--- src/sv/cdm_pkg.sv ---
package cdm_pkg;

  localparam int unsigned CHAN_W = 8;
  localparam int unsigned NUM_INKS = 3;
  localparam int unsigned PROD_W = 2 * CHAN_W;
  localparam int unsigned STEP_BITS = 4;
  localparam logic [CHAN_W-1:0] THRESHOLD_RESET = 8'd25;

  typedef logic [CHAN_W-1:0] chan_t;

  typedef struct packed {
    chan_t blue;
    chan_t green;
    chan_t red;
  } pix_t;

  // Ink levels: [0] cyan (from red), [1] magenta (from green), [2] yellow (from blue)
  typedef logic [NUM_INKS-1:0][CHAN_W-1:0] ink3_t;

  // Stage advance strobes for the ink pipeline
  typedef struct packed {
    logic s1;
    logic s2;
    logic s3;
  } cdm_adv_t;

  typedef struct packed {
    chan_t                rem;
    logic [STEP_BITS-1:0] q;
  } div_t;

  // Four restoring division steps. rem < d on entry, so each trial fits CHAN_W+1 bits.
  // A zero divisor only appears with a zero dividend; keep the quotient at zero then.
  function automatic div_t div_steps(input chan_t rem, input logic [STEP_BITS-1:0] bits,
                                     input chan_t d);
    div_t                res;
    logic [CHAN_W:0]     trial;
    chan_t               r;
    begin
      r = rem;
      res.q = '0;
      for (int i = STEP_BITS - 1; i >= 0; i--) begin
        trial = {r, bits[i]};
        if ((d != '0) && (trial >= {1'b0, d})) begin
          trial = trial - {1'b0, d};
          res.q[i] = 1'b1;
        end
        r = trial[CHAN_W-1:0];
      end
      res.rem = r;
      return res;
    end
  endfunction

endpackage

--- src/sv/cdm_ink.sv ---
module cdm_ink import cdm_pkg::*; (
  input  logic     clk,
  input  cdm_adv_t adv,
  input  pix_t     pix,
  output ink3_t    ink
);

  // Stage 1: peak channel and scaled numerator (mx - ch) * 255
  chan_t                              mx1;
  logic [NUM_INKS-1:0][PROD_W-1:0]    num1;
  // Stage 2: upper quotient nibble, partial remainder
  chan_t                              mx2;
  logic [NUM_INKS-1:0][CHAN_W-1:0]    rem2;
  logic [NUM_INKS-1:0][STEP_BITS-1:0] qhi2;
  logic [NUM_INKS-1:0][STEP_BITS-1:0] nlo2;
  // Stage 3: finished inks
  ink3_t                              ink3;

  chan_t                              mx_next;
  logic [NUM_INKS-1:0][CHAN_W-1:0]    chans;
  logic [NUM_INKS-1:0][PROD_W-1:0]    num_next;
  logic [NUM_INKS-1:0][CHAN_W-1:0]    diffs;
  div_t [NUM_INKS-1:0]                hi_res;
  div_t [NUM_INKS-1:0]                lo_res;

  always_comb begin
    chans[0] = pix.red;
    chans[1] = pix.green;
    chans[2] = pix.blue;
    mx_next = pix.red;
    if (pix.green > mx_next) begin
      mx_next = pix.green;
    end
    if (pix.blue > mx_next) begin
      mx_next = pix.blue;
    end
    for (int i = 0; i < NUM_INKS; i++) begin
      diffs[i] = mx_next - chans[i];
      // x * 255 as (x << 8) - x
      num_next[i] = {diffs[i], {CHAN_W{1'b0}}} - {{CHAN_W{1'b0}}, diffs[i]};
    end
  end

  always_comb begin
    for (int i = 0; i < NUM_INKS; i++) begin
      hi_res[i] = div_steps(num1[i][PROD_W-1:CHAN_W], num1[i][CHAN_W-1:STEP_BITS], mx1);
      lo_res[i] = div_steps(rem2[i], nlo2[i], mx2);
    end
  end

  always_ff @(posedge clk) begin
    if (adv.s1) begin
      mx1  <= mx_next;
      num1 <= num_next;
    end
    if (adv.s2) begin
      mx2 <= mx1;
      for (int i = 0; i < NUM_INKS; i++) begin
        rem2[i] <= hi_res[i].rem;
        qhi2[i] <= hi_res[i].q;
        nlo2[i] <= num1[i][STEP_BITS-1:0];
      end
    end
    if (adv.s3) begin
      for (int i = 0; i < NUM_INKS; i++) begin
        ink3[i] <= {qhi2[i], lo_res[i].q};
      end
    end
  end

  assign ink = ink3;

endmodule

--- src/sv/cdm_mark.sv ---
module cdm_mark import cdm_pkg::*; (
  input  logic  clk,
  input  logic  adv,
  input  ink3_t ink_target,
  input  ink3_t ink_detect,
  input  pix_t  target,
  input  chan_t threshold,
  output chan_t out_blue,
  output chan_t out_green,
  output chan_t out_red,
  output chan_t max_difference,
  output logic  marked
);

  logic [NUM_INKS-1:0][CHAN_W-1:0] ad;
  chan_t                           best;
  logic                            hit;

  always_comb begin
    for (int i = 0; i < NUM_INKS; i++) begin
      ad[i] = (ink_target[i] > ink_detect[i]) ? (ink_target[i] - ink_detect[i])
                                              : (ink_detect[i] - ink_target[i]);
    end
    best = ad[0];
    if (ad[1] > best) begin
      best = ad[1];
    end
    if (ad[2] > best) begin
      best = ad[2];
    end
    hit = best > threshold;
  end

  always_ff @(posedge clk) begin
    if (adv) begin
      out_blue       <= hit ? '0 : target.blue;
      out_green      <= hit ? '0 : target.green;
      out_red        <= hit ? best : target.red;
      max_difference <= best;
      marked         <= hit;
    end
  end

endmodule

--- src/sv/cmyk_difference_map.sv ---
// Channel  | Handshake              | Payload
// ---------+------------------------+------------------------------------------------
// input    | in_valid / in_ready    | target_blue/green/red, detect_blue/green/red
// result   | out_valid / out_ready  | out_blue/green/red, max_difference, marked
// config   | cfg_valid / cfg_ready  | mark_threshold
//
// One request per cycle, unless stalled, goes through peak/numerator, upper nibble,
// ink and output registers; the ink division is eight restoring steps in two stages.
// Synchronous active-high reset empties the pipeline and loads the threshold with 25.
// Each stage holds when its successor is full and stalled, so a stall on out_ready
// backs up stage by stage; bubbles squeeze out and nothing is dropped or repeated.
module cmyk_difference_map import cdm_pkg::*; (
  input  logic  clk,
  input  logic  rst,
  input  logic  in_valid,
  output logic  in_ready,
  input  chan_t target_blue,
  input  chan_t target_green,
  input  chan_t target_red,
  input  chan_t detect_blue,
  input  chan_t detect_green,
  input  chan_t detect_red,
  output logic  out_valid,
  input  logic  out_ready,
  output chan_t out_blue,
  output chan_t out_green,
  output chan_t out_red,
  output chan_t max_difference,
  output logic  marked,
  input  logic  cfg_valid,
  output logic  cfg_ready,
  input  chan_t mark_threshold
);

  // Threshold register; always writable; change it only while idle, a rule left to the user
  chan_t    threshold;

  // Stage valid bits: peak/numerator, upper nibble, inks, output register
  logic     v1;
  logic     v2;
  logic     v3;
  logic     v4;

  // Target pixel rides alongside the ink pipeline
  pix_t     tpix1;
  pix_t     tpix2;
  pix_t     tpix3;

  cdm_adv_t adv;
  logic     adv4;
  pix_t     tpix_in;
  pix_t     dpix_in;
  ink3_t    ink_t;
  ink3_t    ink_d;

  assign tpix_in = '{blue: target_blue, green: target_green, red: target_red};
  assign dpix_in = '{blue: detect_blue, green: detect_green, red: detect_red};

  // Advance a stage when it is empty or its contents move on
  assign adv4   = !v4 || out_ready;
  assign adv.s3 = !v3 || adv4;
  assign adv.s2 = !v2 || adv.s3;
  assign adv.s1 = !v1 || adv.s2;

  assign in_ready  = adv.s1;
  assign out_valid = v4;
  assign cfg_ready = 1'b1;

  always_ff @(posedge clk) begin
    if (rst) begin
      threshold <= THRESHOLD_RESET;
      v1 <= 1'b0;
      v2 <= 1'b0;
      v3 <= 1'b0;
      v4 <= 1'b0;
    end else begin
      if (cfg_valid) begin
        threshold <= mark_threshold;
      end
      if (adv.s1) begin
        v1 <= in_valid;
      end
      if (adv.s2) begin
        v2 <= v1;
      end
      if (adv.s3) begin
        v3 <= v2;
      end
      if (adv4) begin
        v4 <= v3;
      end
    end
  end

  // Hold the target pixel in step with the ink stages
  always_ff @(posedge clk) begin
    if (adv.s1) begin
      tpix1 <= tpix_in;
    end
    if (adv.s2) begin
      tpix2 <= tpix1;
    end
    if (adv.s3) begin
      tpix3 <= tpix2;
    end
  end

  cdm_ink u_ink_target (
    .clk (clk),
    .adv (adv),
    .pix (tpix_in),
    .ink (ink_t)
  );

  cdm_ink u_ink_detect (
    .clk (clk),
    .adv (adv),
    .pix (dpix_in),
    .ink (ink_d)
  );

  // Final stage: ink differences, their peak, threshold test and output select
  cdm_mark u_mark (
    .clk            (clk),
    .adv            (adv4),
    .ink_target     (ink_t),
    .ink_detect     (ink_d),
    .target         (tpix3),
    .threshold      (threshold),
    .out_blue       (out_blue),
    .out_green      (out_green),
    .out_red        (out_red),
    .max_difference (max_difference),
    .marked         (marked)
  );

endmodule

--- config.mk ---
export PLATFORM = sky130hd
export DESIGN_NAME = cmyk_difference_map
export DESIGN_NICKNAME = d
export VERILOG_FILES = /design/src/sv/cdm_pkg.sv /design/src/sv/cdm_ink.sv /design/src/sv/cdm_mark.sv /design/src/sv/cmyk_difference_map.sv
export SDC_FILE = /design/constraint.sdc
export NUM_CORES = 2
export LEC_CHECK = 0
export BUFFER_PORTS_ARGS = -buffer_cell sky130_fd_sc_hd__buf_4
export CAP_MARGIN = 0
export CORE_UTILIZATION = 50
export CTS_BUF_LIST = sky130_fd_sc_hd__clkbuf_8
export DETAILED_ROUTE_END_ITERATION = 6
export GPL_TIMING_DRIVEN = 0
export PLACE_DENSITY_LB_ADDON = 0.2
export SLEW_MARGIN = 20
export SYNTH_ARGS = -nofsm -noshare
export SYNTH_HDL_FRONTEND = slang
export SYNTH_HIERARCHICAL = 1
export SYNTH_SLANG_ARGS = --single-unit
--- constraint.sdc ---
create_clock -name clk -period 12.2 [get_ports clk]
set_input_delay 2.44 -clock clk [delete_from_list [all_inputs] [get_ports clk]]
set_output_delay 2.44 -clock clk [all_outputs]
set_load 0.02 [all_outputs]
==> run_results.csv <==
group,metric,value,unit
timing,grt_setup_unrepaired,"no",
critical_path,slowest_delay,0.88,ns
global_route,grt_pass1_vias,27020,
critical_path,path_class,"register to register",
outcome,outcome,"finished clean",
timing,hold_violations,0,
worst_hold_path,hold_class,"register to register",
timing,drv_slew,0,
critical_path,cpMostUsedCell,"a21oi_1",
finish,final.fill_count,6645,
finish,final_nets,4721,
logic_synthesis,synth_area,0.03779,sq mm
placement,dpl_cell_area,0.03997,sq mm
clock_network,cts_buffer_depth,3,
timing,timing.final.crit_share,91.90,%
critical_path,setup.worst_path.start_class,"register",
drt,num_vias,28980,
logic_synthesis,yosys.area.top_type,"edfxtp_1",
floorplanning,dieWidth,276.9,um
global_route,track_usage,23.90,%
global_route,grt_max_degree,55,
finish,final_area,0.04140,sq mm
placement,dp_cells,4966,
critical_path,crit_required,12.60,ns
run,maxCapViolCount,0,
floorplanning,rows,100,
clock_network,cts_hold_buffers,0,
floorplanning,ios,97,
logic_synthesis,synth_area_leaders,"edfxtp_1 (30%), ha_1 (18%), xnor2_1 (5.0%)",
clock_network,tritoncts,"built",
clock_network,cts-root-buf,"clkbuf_8",
clock_network,clk_latency,0.67,ns
logic_synthesis,synth_cell_types,118,
critical_path,critPathMaxFanout,18,
drt,wl_per_cell,18.21,um
drt,wl,92770,um
timing,setup_ws,0.9882,ns
finish,syn_to_final_growth,9.551,%
logic_synthesis,synth_commonest_cells,"ha_1 (537), edfxtp_1 (377), inv_1 (359), a21oi_1 (292), nor2_1 (283)",
placement,hpwl,72590,um
logic_synthesis,synth_top_area_share,29.95,%
drt,postRouteAntennaNets,0,
floorplanning,initial_utilization,50.68,%
critical_path,regToRegSetupSlack,0.99,ns
floorplanning,die_h,276.9,um
logic_synthesis,ys_ff_latch,389,
drt,drc,0,
floorplanning,die_area,0.07669,sq mm
logic_synthesis,synth_edf_count,377,
timing,max_freq,89.19,MHz
logic_synthesis,synth.avg_cell_area,9.718,sq um
timing,fin_worst_skew,0.04040,ns
drt,drtIter0Drc,1932,
placement,io_buffers,95,
critical_path,cp.arrival,11.61,ns
drt,via_per_inst,5.687,
logic_synthesis,yosysMostFrequentCell,"ha_1",
logic_synthesis,synthFlopType,"edfxtp_1",
global_route,antenna_found_initial,2,
timing,tightest_slew,1.056,ns
clock_network,clk_pin_slew_worst_paths,0.06,ns
placement,place_congestion,0.8910,
timing,max-slew-margin-rel,29.50,%
floorplanning,coreArea,0.07457,sq mm
finish,layout-drive-gt1-share,11.42,%
critical_path,cpMaxStageDelayCell,"edfxtp_1",
clock_network,cts_inserted_buffers,70,
clock_network,cts.sinks,389,
critical_path,crit_path_end_kind,"register",
global_route,grt_pass1_wl,145900,um
finish,final_cells,5095,
placement,pre_cts_ws,1.058,ns
logic_synthesis,ys_warn_count,6,
clock_network,htree_levels,3,
global_route,overflow,0,
timing,setup_viol,0,
logic_synthesis,yosysSeqAreaShare,30.59,%
logic_synthesis,synthesis.nets,4541,
drt,firstDrtPassIters,7,
logic_synthesis,async_flop_share,0,%
timing,post-route-min-period,11.21,ns
logic_synthesis,syn-instance-count,3889,
[final timing paths]
path / start / end / cells past startpoint
max: u_ink_target/mx1[1]$_DFFE_PP_ / u_ink_target/rem2[10]$_DFFE_PP_ / 39
min: u_ink_target/qhi2[0]$_DFFE_PP_ / u_ink_target/ink[4]$_DFFE_PP_ / 0
min reg2reg: u_ink_target/qhi2[0]$_DFFE_PP_ / u_ink_target/ink[4]$_DFFE_PP_ / 0
max reg2reg: u_ink_target/mx1[1]$_DFFE_PP_ / u_ink_target/rem2[10]$_DFFE_PP_ / 39
[sequential cells by signal, indices dropped and copies added, names as in the netlist, 24 cells and up]
| signal | count |
|---|---|
| tpix2 | 24 |
| tpix1 | 24 |
| tpix3 | 24 |
| u_ink_detect/num1 | 48 |
| u_ink_detect/rem2 | 24 |
| u_ink_detect/ink | 24 |
| u_ink_target/ink | 24 |
| u_ink_target/rem2 | 24 |
| u_ink_target/num1 | 48 |
[repair_timing]
action,CTS,global route
buffers inserted,0,0
gates resized for setup,0,1
setup endpoints to repair,0,8
[final cells by class]
class                           instances  area, sq um  share of cell area, %
Buffer                                 39        183.9                 0.4442
Inverter                              363         1369                  3.306
Clock buffer                           73         1005                  2.427
Timing Repair Buffer                  108        950.9                  2.297
Multi-Input combinational cell       3098        24700                  59.65
Tap cell                              969         1212                  2.928
Sequential cell                       389        11560                  27.92
Clock inverter                         55        421.7                  1.018
Antenna cell                            1        2.502               0.006044
[cells in the final DEF (no fill, tap or decap), types with 54 or more instances in the layout]
cell / count
buf_4: 98
edfxtp_1: 377
a21oi_1: 292
xor2_1: 79
o21a_1: 54
fa_1: 54
xnor2_1: 216
nor2_1: 283
inv_1: 372
nor2b_1: 98
a21o_1: 124
nand4_1: 59
nand2_1: 185
o21ai_0: 220
nand2b_1: 69
mux2i_1: 95
mux2_2: 134
clkbuf_8: 73
ha_1: 537
[stage by stage]
stage | hold slack, ns | setup TNS (ns) | utilization [%]
finish | 0.4061 | 0 | 55.52
floorplan | 0.4003 | 0 | -
detailed placement | 0.4045 | 0 | 53.60
global route | 0.4173 | 0 | 55.52
CTS | 0.4075 | 0 | 55.52
global placement | 0.4009 | -1.729 | 53.27
[kinds of logic after synthesis]
| logic type | after synthesis | synth area share (%) |
|---|---|---|
| adders and majority gates | 592 | 20.67 |
| and+or+nand+nor | 941 | 12.52 |
| xor gates and xnor gates | 296 | 6.899 |
| muxes | 274 | 8.121 |
| DFF | 389 | 30.59 |
| other | 1 | 0.009922 |
| buffers and inverters | 402 | 4.098 |
| AOI/OAI and AO/OA | 994 | 17.10 |
[routing by layer]
layer | routed length [um] | vias to the layer above | GRT usage, % | share of wire [%]
li1 | - | 14610 | - | -
met1 | 47390 | 13580 | 36.00 | 51
met2 | 38680 | 686 | 35.65 | 42
met3 | 4895 | 104 | 3.366 | 5.3
met4 | 1802 | 0 | 6.197 | 1.9
met5 | 0 | - | 0 | 0
[worst max-delay path, delay by kind of cell, from the launching register on]
family / cells / cell delay [ns]
AOI/OAI and AO/OA: 20 / 5.23
adders and majority gates: 4 / 1.48
and+or+nand+nor: 9 / 1.40
buffers and inverters: 4 / 1.13
DFF: 1 / 0.88
muxes: 2 / 0.78
Power is not shown: default switching activity piles up to over one toggle a cycle in this logic, so the estimate is an artifact.
